### config.mk
export PLATFORM = sky130hd
export DESIGN_NAME = adaptive_energy_gate
export DESIGN_NICKNAME = d
export VERILOG_FILES = /design/src/rtl/aeg_pkg.sv /design/src/rtl/adaptive_energy_gate.sv
export SDC_FILE = /design/constraint.sdc
export NUM_CORES = 2
export LEC_CHECK = 0
export CORE_UTILIZATION = 45
export DETAILED_ROUTE_END_ITERATION = 7
export DONT_BUFFER_PORTS = 1
export PLACE_DENSITY_LB_ADDON = 0.15
export SLEW_MARGIN = 20
export SYNTH_ARGS = -nofsm -noshare
export SYNTH_HDL_FRONTEND = slang
export SYNTH_SLANG_ARGS = --single-unit
### constraint.sdc
create_clock -name clk -period 24.6 [get_ports clk]
set_input_delay 4.92 -clock clk [delete_from_list [all_inputs] [get_ports clk]]
set_output_delay 4.92 -clock clk [all_outputs]
set_load 0.02 [all_outputs]
### src/rtl/aeg_pkg.sv
// shared constants and widths for the adaptive energy gate
`timescale 1ns / 1ps

package aeg_pkg;

  localparam int SAMPLE_W  = 16;
  localparam int CHUNK_MAX = 1024;
  localparam int COUNT_W   = $clog2(CHUNK_MAX + 1);
  localparam int SUM_W     = 41;
  localparam int FLOOR_W   = 32;
  localparam int LEVEL_W   = 15;
  localparam int ALPHA_W   = 16;
  localparam int MULT_W    = 12;
  localparam int CFG_IDX_W = 2;
  localparam int CFG_DAT_W = 16;
  localparam int OUT_DAT_W = 32;

  // register indexes on the configuration port
  localparam logic [CFG_IDX_W-1:0] REG_FLOOR_ALPHA  = 2'd0;
  localparam logic [CFG_IDX_W-1:0] REG_TRIGGER_MULT = 2'd1;
  localparam logic [CFG_IDX_W-1:0] REG_ABS_MIN      = 2'd2;

  localparam logic [ALPHA_W-1:0] ALPHA_RESET   = 16'd1311;
  localparam logic [MULT_W-1:0]  MULT_RESET    = 12'd410;
  localparam logic [LEVEL_W-1:0] ABS_MIN_RESET = 15'd39;

  localparam logic [LEVEL_W-1:0] LEVEL_MAX = 15'h7fff;

endpackage

### src/rtl/adaptive_energy_gate.sv
// chunked rms energy detector with adaptive noise floor and gate output
//
//  port group  dir  beat contents
//  in_*        in   tdata: sample[15:0]; tlast: last_of_chunk
//  out_*       out  tdata: rms_level[14:0], noise_floor[29:15], zero[31:30]; tuser: gate_flag
//  cfg_*       in   cfg_index selects floor_alpha / trigger_multiplier / absolute_min_level
//
//  a sample beat steps through accept, square on the shared multiplier, accumulate
//  a chunk-end beat adds a restoring divide and a square root on the shared subtractor,
//  then seeds, tests the threshold, runs the ema if the gate stays shut and loads the result
//  into the output register to wait; the next chunk end stalls only if it is still full
//  rst_n is synchronous; it restores register defaults and unseeds the noise floor
`timescale 1ns / 1ps

module adaptive_energy_gate (
  input  logic                            clk,
  input  logic                            rst_n,
  input  logic                            in_tvalid,
  output logic                            in_tready,
  input  logic [aeg_pkg::SAMPLE_W-1:0]    in_tdata,   // sample
  input  logic                            in_tlast,
  output logic                            out_tvalid,
  input  logic                            out_tready,
  output logic [aeg_pkg::OUT_DAT_W-1:0]   out_tdata,  // rms_level, noise_floor, zero pad
  output logic                            out_tuser,  // gate_flag
  input  logic                            cfg_we,
  input  logic [aeg_pkg::CFG_IDX_W-1:0]   cfg_index,
  input  logic [aeg_pkg::CFG_DAT_W-1:0]   cfg_wdata
);

  import aeg_pkg::*;

  localparam int ST_W = 4;
  localparam logic [ST_W-1:0] S_IDLE = 4'd0;
  localparam logic [ST_W-1:0] S_SQ   = 4'd1;
  localparam logic [ST_W-1:0] S_ACC  = 4'd2;
  localparam logic [ST_W-1:0] S_DIV  = 4'd3;
  localparam logic [ST_W-1:0] S_SQRT = 4'd4;
  localparam logic [ST_W-1:0] S_SEED = 4'd5;
  localparam logic [ST_W-1:0] S_THR  = 4'd6;
  localparam logic [ST_W-1:0] S_CMP  = 4'd7;
  localparam logic [ST_W-1:0] S_EMA1 = 4'd8;
  localparam logic [ST_W-1:0] S_EMA2 = 4'd9;
  localparam logic [ST_W-1:0] S_EMA3 = 4'd10;
  localparam logic [ST_W-1:0] S_OUT  = 4'd11;

  localparam int MUL_A_W = ALPHA_W + 1;
  localparam int MUL_P_W = MUL_A_W + FLOOR_W;
  localparam int SUB_W   = 19;
  localparam int ROOT_W  = 16;
  localparam int STEP_W  = 6;
  localparam logic [STEP_W-1:0] DIV_LAST  = STEP_W'(SUM_W - 1);
  localparam logic [STEP_W-1:0] SQRT_LAST = STEP_W'(ROOT_W - 1);

  logic [ST_W-1:0]      state_r, state_nxt;
  logic [ALPHA_W-1:0]   alpha_r;
  logic [MULT_W-1:0]    mult_r;
  logic [LEVEL_W-1:0]   abs_min_r;
  logic [SAMPLE_W-1:0]  sample_r;
  logic                 last_r;
  logic [SUM_W-1:0]     sum_r;
  logic [COUNT_W-1:0]   count_r;
  logic [FLOOR_W-1:0]   floor_r;
  logic                 seeded_r;
  logic [STEP_W-1:0]    step_r;
  logic [SUB_W-1:0]     rem_r;
  logic [ROOT_W-1:0]    root_r;
  logic [LEVEL_W-1:0]   rms_r;
  logic [MUL_P_W-1:0]   prod_r;
  logic [MUL_P_W-1:0]   acc_r;
  logic                 gate_held_r;
  logic                 out_tvalid_r;
  logic [OUT_DAT_W-1:0] out_tdata_r;
  logic                 out_tuser_r;

  logic [SAMPLE_W-1:0]  mag;
  logic [MUL_A_W-1:0]   mul_a;
  logic [FLOOR_W-1:0]   mul_b;
  logic [MUL_P_W-1:0]   mul_p;
  logic [SUB_W-1:0]     sub_a, sub_b;
  logic [SUB_W:0]       sub_d;
  logic                 sub_ge;
  logic                 gate;
  logic [MUL_P_W-1:0]   ema_sum;
  logic [LEVEL_W-1:0]   nf_level;
  logic [LEVEL_W-1:0]   root_level;
  logic                 chunk_end;
  logic                 out_free;

  assign in_tready  = (state_r == S_IDLE);
  assign out_tvalid = out_tvalid_r;
  assign out_tdata  = out_tdata_r;
  assign out_tuser  = out_tuser_r;

  // magnitude; the most negative sample gives 2^15 as unsigned
  assign mag = sample_r[SAMPLE_W-1] ? (~sample_r + SAMPLE_W'(1)) : sample_r;

  // shared multiplier
  always_comb begin
    mul_a = '0;
    mul_b = '0;
    case (state_r)
      S_SQ: begin
        mul_a = MUL_A_W'(mag);
        mul_b = FLOOR_W'(mag);
      end
      S_THR: begin
        mul_a = MUL_A_W'(mult_r);
        mul_b = floor_r;
      end
      S_EMA1: begin
        mul_a = (MUL_A_W'(1) << ALPHA_W) - MUL_A_W'(alpha_r);
        mul_b = floor_r;
      end
      S_EMA2: begin
        mul_a = MUL_A_W'(alpha_r);
        mul_b = {1'b0, rms_r, 16'b0};
      end
      default: begin
        mul_a = '0;
        mul_b = '0;
      end
    endcase
  end
  assign mul_p = MUL_P_W'(mul_a) * MUL_P_W'(mul_b);

  // shared subtractor: divide remainder step or square root trial
  always_comb begin
    if (state_r == S_DIV) begin
      sub_a = SUB_W'({rem_r[COUNT_W-1:0], sum_r[SUM_W-1]});
      sub_b = SUB_W'(count_r);
    end else begin
      sub_a = {rem_r[ROOT_W:0], sum_r[31:30]};
      sub_b = SUB_W'({root_r, 2'b01});
    end
  end
  assign sub_d  = {1'b0, sub_a} - {1'b0, sub_b};
  assign sub_ge = ~sub_d[SUB_W];

  // root reaches 2^15 only for a full-scale negative chunk
  assign root_level = root_r[ROOT_W-1] ? LEVEL_MAX : root_r[LEVEL_W-1:0];

  assign chunk_end = last_r || (count_r == COUNT_W'(CHUNK_MAX));
  assign gate      = ({5'b0, rms_r, 24'b0} > prod_r[43:0]) && (rms_r > abs_min_r);
  assign ema_sum   = acc_r + prod_r + MUL_P_W'(32768);
  assign nf_level  = floor_r[FLOOR_W-1] ? LEVEL_MAX : floor_r[30:16];
  assign out_free  = !out_tvalid_r || out_tready;

  always_comb begin
    state_nxt = state_r;
    unique case (state_r)
      S_IDLE: if (in_tvalid) state_nxt = S_SQ;
      S_SQ:   state_nxt = S_ACC;
      S_ACC:  state_nxt = chunk_end ? S_DIV : S_IDLE;
      S_DIV:  if (step_r == DIV_LAST) state_nxt = S_SQRT;
      S_SQRT: if (step_r == SQRT_LAST) state_nxt = S_SEED;
      S_SEED: state_nxt = S_THR;
      S_THR:  state_nxt = S_CMP;
      S_CMP:  state_nxt = gate ? S_OUT : S_EMA1;
      S_EMA1: state_nxt = S_EMA2;
      S_EMA2: state_nxt = S_EMA3;
      S_EMA3: state_nxt = S_OUT;
      S_OUT:  if (out_free) state_nxt = S_IDLE;
      default: state_nxt = S_IDLE;
    endcase
  end

  // control state
  always_ff @(posedge clk) begin
    if (!rst_n) begin
      state_r      <= S_IDLE;
      alpha_r      <= ALPHA_RESET;
      mult_r       <= MULT_RESET;
      abs_min_r    <= ABS_MIN_RESET;
      sum_r        <= '0;
      count_r      <= '0;
      floor_r      <= '0;
      seeded_r     <= 1'b0;
      step_r       <= '0;
      out_tvalid_r <= 1'b0;
    end else begin
      state_r <= state_nxt;
      if (cfg_we) begin
        unique case (cfg_index)
          REG_FLOOR_ALPHA:  alpha_r   <= cfg_wdata[ALPHA_W-1:0];
          REG_TRIGGER_MULT: mult_r    <= cfg_wdata[MULT_W-1:0];
          REG_ABS_MIN:      abs_min_r <= cfg_wdata[LEVEL_W-1:0];
          default: ;
        endcase
      end
      if (state_r == S_OUT && out_free) out_tvalid_r <= 1'b1;
      else if (out_tvalid_r && out_tready) out_tvalid_r <= 1'b0;
      unique case (state_r)
        S_IDLE: begin
          if (in_tvalid) count_r <= count_r + COUNT_W'(1);
          step_r <= '0;
        end
        S_ACC:  sum_r <= sum_r + SUM_W'(prod_r[31:0]);
        S_DIV: begin
          // quotient bits shift into the bottom of the sum register
          sum_r  <= {sum_r[SUM_W-2:0], sub_ge};
          step_r <= (step_r == DIV_LAST) ? '0 : step_r + STEP_W'(1);
        end
        S_SQRT: begin
          sum_r  <= (step_r == SQRT_LAST) ? '0 : (sum_r << 2);
          step_r <= step_r + STEP_W'(1);
          if (step_r == SQRT_LAST) count_r <= '0;
        end
        S_SEED: begin
          if (!seeded_r) begin
            floor_r  <= {1'b0, root_level, 16'b0};
            seeded_r <= 1'b1;
          end
        end
        S_EMA3: floor_r <= ema_sum[47:16];
        default: ;
      endcase
    end
  end

  // datapath registers
  always_ff @(posedge clk) begin
    if (state_r == S_IDLE && in_tvalid) begin
      sample_r <= in_tdata;
      last_r   <= in_tlast;
    end
    if (state_r == S_SQ || state_r == S_THR || state_r == S_EMA2) prod_r <= mul_p;
    if (state_r == S_EMA1) acc_r <= mul_p;
    if (state_r == S_ACC) rem_r <= '0;
    if (state_r == S_DIV) begin
      // the root starts from a clear remainder
      rem_r <= (step_r == DIV_LAST) ? '0 : (sub_ge ? sub_d[SUB_W-1:0] : sub_a);
      if (step_r == DIV_LAST) root_r <= '0;
    end
    if (state_r == S_SQRT) begin
      rem_r  <= sub_ge ? sub_d[SUB_W-1:0] : sub_a;
      root_r <= {root_r[ROOT_W-2:0], sub_ge};
    end
    if (state_r == S_SEED) rms_r <= root_level;
    // gate decision kept from the compare step
    if (state_r == S_CMP) gate_held_r <= gate;
    if (state_r == S_OUT && out_free) begin
      out_tdata_r <= {2'b0, nf_level, rms_r};
      out_tuser_r <= gate_held_r;
    end
  end

  a_seeded_on_result: assert property (@(posedge clk) disable iff (!rst_n)
    out_tvalid |-> seeded_r)
    else $error("result beat before noise floor was seeded");

  a_count_bound: assert property (@(posedge clk) disable iff (!rst_n)
    count_r <= COUNT_W'(CHUNK_MAX))
    else $error("sample count ran past chunk limit");

  a_div_remainder: assert property (@(posedge clk) disable iff (!rst_n)
    (state_r == S_DIV) |-> (rem_r < SUB_W'(count_r)))
    else $error("divide remainder not below divisor");

endmodule
# Word level (Yosys, flattened, before mapping)
# Cells that the tools add are included.
word_totals:
  input_bits: 40
  output_inout_bits: 35
  register_bits: 332
  elab_cells: 113
op_classes:
  eq_ne: 21
  reduce_logical: 26
  n_mul: 1
  bitwise_logic: 2
  mux: 32
  n_addsub: 8
  order_cmp: 2
ops:
  columns: ["cell", "count"]
  rows:
  - ["41-bit one-hot mux with 3 select lines", 1]
  - ["32-bit one-hot mux with 3 select lines", 1]
  - ["17-bit two-way mux", 5]
  - ["17-bit one-hot mux with 4 select lines", 1]
  - ["16-bit two-way mux", 4]
  - ["32-bit one-hot mux with 2 select lines", 1]
  - ["48-bit by 16-bit adder with 48-bit output, second input constant", 1]
  - ["48-bit adder", 1]
  - ["17-bit by 32-bit multiplier with 48-bit output", 1]
  - ["4-bit one-hot mux with 12 select lines", 1]
  - ["39-bit by 44-bit > comparator with 1-bit output", 1]
  - ["41-bit by 32-bit adder with 41-bit output", 1]
  - ["41-bit two-way mux", 1]
  - ["32-bit two-way mux", 1]
  - ["11-bit two-way mux", 2]
  - ["11-bit one-hot mux with 2 select lines", 1]
  - ["19-bit by 18-bit subtractor with 20-bit output", 1]
  - ["19-bit two-way mux", 1]
  - ["18-bit two-way mux", 1]
  - ["6-bit one-hot mux with 3 select lines", 1]
  - ["17-bit by 16-bit subtractor with 17-bit output, first input constant", 1]
  - ["16-bit by 1-bit adder with 16-bit output, second input constant", 1]
  - ["4-bit by 3-bit equality test with 1-bit output, second input constant", 4]
  - ["4-bit equality test, second input constant", 4]
  - ["30 further kinds", 54]

# Depth between registers and ports, before layout
logic_depth:
  ltp_word: 7
  depth_mapped: 34

# Least setup slack after synthesis
# OpenSTA, ideal clock, no wires.
synth_timing:
  path_kind: "flip-flop to flip-flop"
  from: "reg state_r[1]"
  to: "reg acc_r[46], data pin"
  required_time_ns: 24.331
  setup_time_ns: 0.269
  t_arrival_ns: 9.064
  slack_ns: 15.266
  synth_period_minus_slack_ns: 9.334
  n_path_buf: 2
  path_stages_with_launch: 27
  path_cell_list: "dfxtp_1 > clkbuf_1 > nor2_1 > nand2_1 > nor2_1 > nand4b_1 > clkbuf_1 > nor2_1 > fa_1 > fa_1 > fa_1 > fa_1 > fa_1 > inv_1 > fa_1 > inv_1 > ha_1 > inv_1 > nor2_1 > a221oi_1 > o21ai_0 > a31o_4 > a311oi_4 > nor3_1 > o21ai_0 > o21ai_0 > xor2_1"
synth_between:
  elab_chain_cells: 4
  word_cells_on_any_way: 8
synth_lines:
  columns: ["element", "line_no", "rtl"]
  rows:
  - ["from (decl)", "adaptive_energy_gate.sv:55", "logic [ST_W-1:0] state_r, state_nxt;"]
  - ["from (signal assigned)", "adaptive_energy_gate.sv:182", "state_r <= state_nxt;"]
  - ["4-bit by 3-bit equality test with 1-bit output / 4-bit equality test (equally long branches)", "adaptive_energy_gate.sv:102", "case (state_r)"]
  - ["2-bit OR reduction (no line)", null, null]
  - ["32-bit one-hot mux with 3 select lines", "adaptive_energy_gate.sv:102", null]
  - ["17-bit by 32-bit multiplier with 48-bit output (*)", "adaptive_energy_gate.sv:125", "assign mul_p = MUL_P_W'(mul_a) * MUL_P_W'(mul_b);"]
  - ["net mul_p[46]", "adaptive_energy_gate.sv:79", "logic [MUL_P_W-1:0] mul_p;"]
  - ["to (signal assigned)", "adaptive_energy_gate.sv:228", "if (state_r == S_EMA1) acc_r <= mul_p;"]
  - ["to (decl)", "adaptive_energy_gate.sv:70", "logic [MUL_P_W-1:0] acc_r;"]
# Mark *: on every way through the listed nets, which the timed path passes. The rest lies on a longest branch.
# A chain may end at the register's enable or synchronous reset.

# Final worst setup path
layout_timing:
  from: "reg state_r[3]"
  to: "reg prod_r[45], data pin"
layout_between:
  elab_chain_cells: 4
  word_cells_on_any_way: 8
layout_lines:
  columns: ["element", "line_no", "rtl"]
  rows:
  - ["4-bit by 3-bit equality test with 1-bit output / 4-bit equality test (equally long branches)", "adaptive_energy_gate.sv:102", null]
  - ["2-bit OR reduction (no line)", null, null]
  - ["32-bit one-hot mux with 3 select lines", "adaptive_energy_gate.sv:102", null]
  - ["17-bit by 32-bit multiplier with 48-bit output (*)", "adaptive_energy_gate.sv:125", null]
  - ["net mul_p[45]", "adaptive_energy_gate.sv:79", null]
  - ["to (signal assigned)", "adaptive_energy_gate.sv:227", "if (state_r == S_SQ || state_r == S_THR || state_r == S_EMA2) prod_r <= mul_p;"]
  - ["to (decl)", "adaptive_energy_gate.sv:69", "logic [MUL_P_W-1:0] prod_r;"]
# Marked as above.

==> metrics.yaml <==
finalSetupViolations: 0
final_cell_area_um2: 39260
netlist_top_cells_count: "608 x inv_1, 578 x nand2_1, 450 x fa_1"
max_freq_ghz: 0.09739
use_met1_pct: 38.40
yosysUniqueCellTypes: 92
setup_tns_ns: 0
cellLeakagePower_nw: 17.88
start_kind: "register"
synthCells: 4071
crit_path_end: "prod_r[45]"
chipWidth_um: 287.0
drive_above_1_share_pct: 5.844
cts_made_buffers: 41
path_clk_slew_ns: 0.06
finClkSkew_ns: 0.03714
routed_via_density: 5.619
cts_hold_buf: 0
rsz0062_at_grt: "no"
cts_setup_buffers: 0
cts_sinks: 332
share_comb_of_total_power_pct: 58.1
p_seq_share_pct: 23.7
grtUsageMet2_pct: 45.48
grt_pass1_wl_um: 176100
netlist_area_um2: 36540
min_period_ns: 10.27
coreArea_um2: 80420
fin_util_pct: 48.82
worstPathRequired_ns: 24.92
path_class: "reg -> reg"
path_buf_inv: 5
post-synth-top-count-cell: "inv_1"
insertion_delay_ns: 0.59
syn_to_final_growth_pct: 7.437
dpl.cell_count: 5022
cp_slowest_stage_delay_ns: 0.80
cp-end-kind: "register"
cts_resized: 0
nets: 4791
wl_per_cell_um: 22.41
intPower_w: 0.001869
fin_cells: 5100
routed_wl_um: 114300
path_depth: 26
slowest_stage: "nor3_1"
worstReg2RegEnd: "prod_r[45]"
yosysSeqAreaShare_pct: 23.48
startpoint: "state_r[3]"
async_reset_ff_share_pct: 0
min_path_type: "reg -> reg"
tightest_slew_ns: 1.082
grtUsageTotal_pct: 28.26
synth_top_area_share_pct: 24.65
path_common_cell: "fa_1"
irDropWorstVdd_mv: 0.05386
swShare_pct: 48.83
hpwl_um: 89680
layout_setup_ws_ns: 14.33
vias: 28660
drc: 0
p_sw_w: 0.001784
crit_family: "compound AO/OA/AOI/OAI gates"
min_period_over_period_pct: 41.74
rrSetupSlack_ns: 14.33
power-per-cell-area_nw_per_um2: 93.05
postSynthAreaPerCell_um2: 8.976
dieArea_um2: 82340
grt_start_max_net_pins: 76
status: "complete, no violations"
die_y_um: 287.0
maxCapViolations: 0
ys.flop_type: "edfxtp_1"
cts_buffer_depth: 3
met3_usage_pct: 4.865
ys_seq_elements: 332
cts-htree-levels: 2
boundaryPins: 75
row_count: 104
final_hold_viol_count: 0
place_ws_ns: 14.60
clk_root_buffer_cell: "clkbuf_16"
r2r_cells: 26
crit_fanout: 38
r2r_start: "state_r[3]"
synthTopCellsByArea: "fa_1 25%, edfxtp_1 16%, ha_1 10%, dfxtp_1 7.6%, inv_1 6.2%"
relSlewSlack_pct: 27.62
drtIter0Drc: 2289
cts_tree: "done"
grt_pass1_vias: 28860
dpl_cell_area_um2: 37770
critPathArrivalTime_ns: 10.59
firstDrtPassIters: 7
antenna_found_initial: 3
port_buffers: 0
synth_edf_count: 193
drtAntennaViolNets: 0
pwr-share-clk_pct: 18.2
top_usage_layer: "met2"
grt_overflow: 0
synth.largest_area_cell: "fa_1"
gp_congestion: 0.9505
initial_core_util_pct: 45.44
maxSlewViolCount: 0
yosysWarnings: 0
-- tightest hold or removal path: cells and delay by family (launching register included) --
family / cells / cell delay (ns)
DFF: 1 / 0.31
and+or+nand+nor: 1 / 0.05
AOI/OAI and AO/OA: 1 / 0.05
-- registers in the layout, indices dropped and copies added (netlist names), 4 cells and up --
signal     count
count_r       11
out_tdata     30
acc_r         48
sum_r         41
prod_r        48
sample_r      16
alpha_r       16
floor_r       32
rms_r         15
abs_min_r     15
mult_r        12
state_r        4
step_r         6
root_r        16
rem_r         17
-- worst min-delay path by stage --
stage / start / endpoint / slack [ns] / cells after the start
2_1_floorplan: gate_held_r / out_tuser / 0.40 / 0
3_3_place_gp: abs_min_r[6] / abs_min_r[6] / 0.44 / 2
3_5_place_dp: abs_min_r[11] / abs_min_r[11] / 0.45 / 2
4_1_cts: mult_r[9] / mult_r[9] / 0.46 / 2
5_1_grt: abs_min_r[14] / abs_min_r[14] / 0.47 / 2
6_report: mult_r[9] / mult_r[9] / 0.46 / 2
-- cells by family after synthesis --
logic type	count (synthesis)	synth area share [%]
compound gates	751	13.77
xor+xnor	149	3.592
fa+ha+maj	746	34.79
buf+inv	775	8.129
flops	332	23.48
mux	22	0.6129
other cells	1	0.01026
simple gates	1295	15.62
-- power by group through the flow --
stage	registers [W]	logic, W	clock network [W]
after detailed placement	0.000876	0.00209	0
final	0.000867	0.00212	0.000665
after global placement	0.000876	0.00208	0
after global routing	0.000877	0.00233	0.000699
after CTS	0.000866	0.00211	0.000677
after floorplan	0.000817	0.00148	0
-- final cells by class --
| type | count | area [µm²] |
|---|---|---|
| fillers | 7741 | 41160 |
| inverters | 609 | 2286 |
| repair buffers | 56 | 440.4 |
| clock inverters | 25 | 334.1 |
| flip-flops and latches | 332 | 8578 |
| multi-input cells | 2965 | 25140 |
| well taps | 1060 | 1326 |
| diodes | 2 | 5.005 |
| clock buffers | 51 | 1146 |
-- stage by stage --
step                power [W]  hold slack, ns
floorplan            0.002296          0.4003
global placement     0.002958          0.4449
detailed placement   0.002970          0.4508
CTS                  0.003650          0.4591
global route         0.003906          0.4726
finish               0.003653          0.4608
-- routing by layer --
metal | vias to the layer above | part of all wire [%]
li1 | 13270 | -
met1 | 14280 | 43
met2 | 899 | 46
met3 | 205 | 6.7
met4 | 2 | 3.7
met5 | - | 0.0079
-- placed cells by master (no fill, tap or decap), drive strengths merged, types with 51 or more instances in the layout --
cell type / count
a21oi: 240
buf: 56
a21o: 93
clkbuf: 51
fa: 450
dfxtp: 139
xor2: 60
inv: 611
nand3: 63
edfxtp: 193
o21ai: 137
xnor2: 89
ha: 296
nand2: 583
nor2: 382
Power figures use the tool's default switching activity.
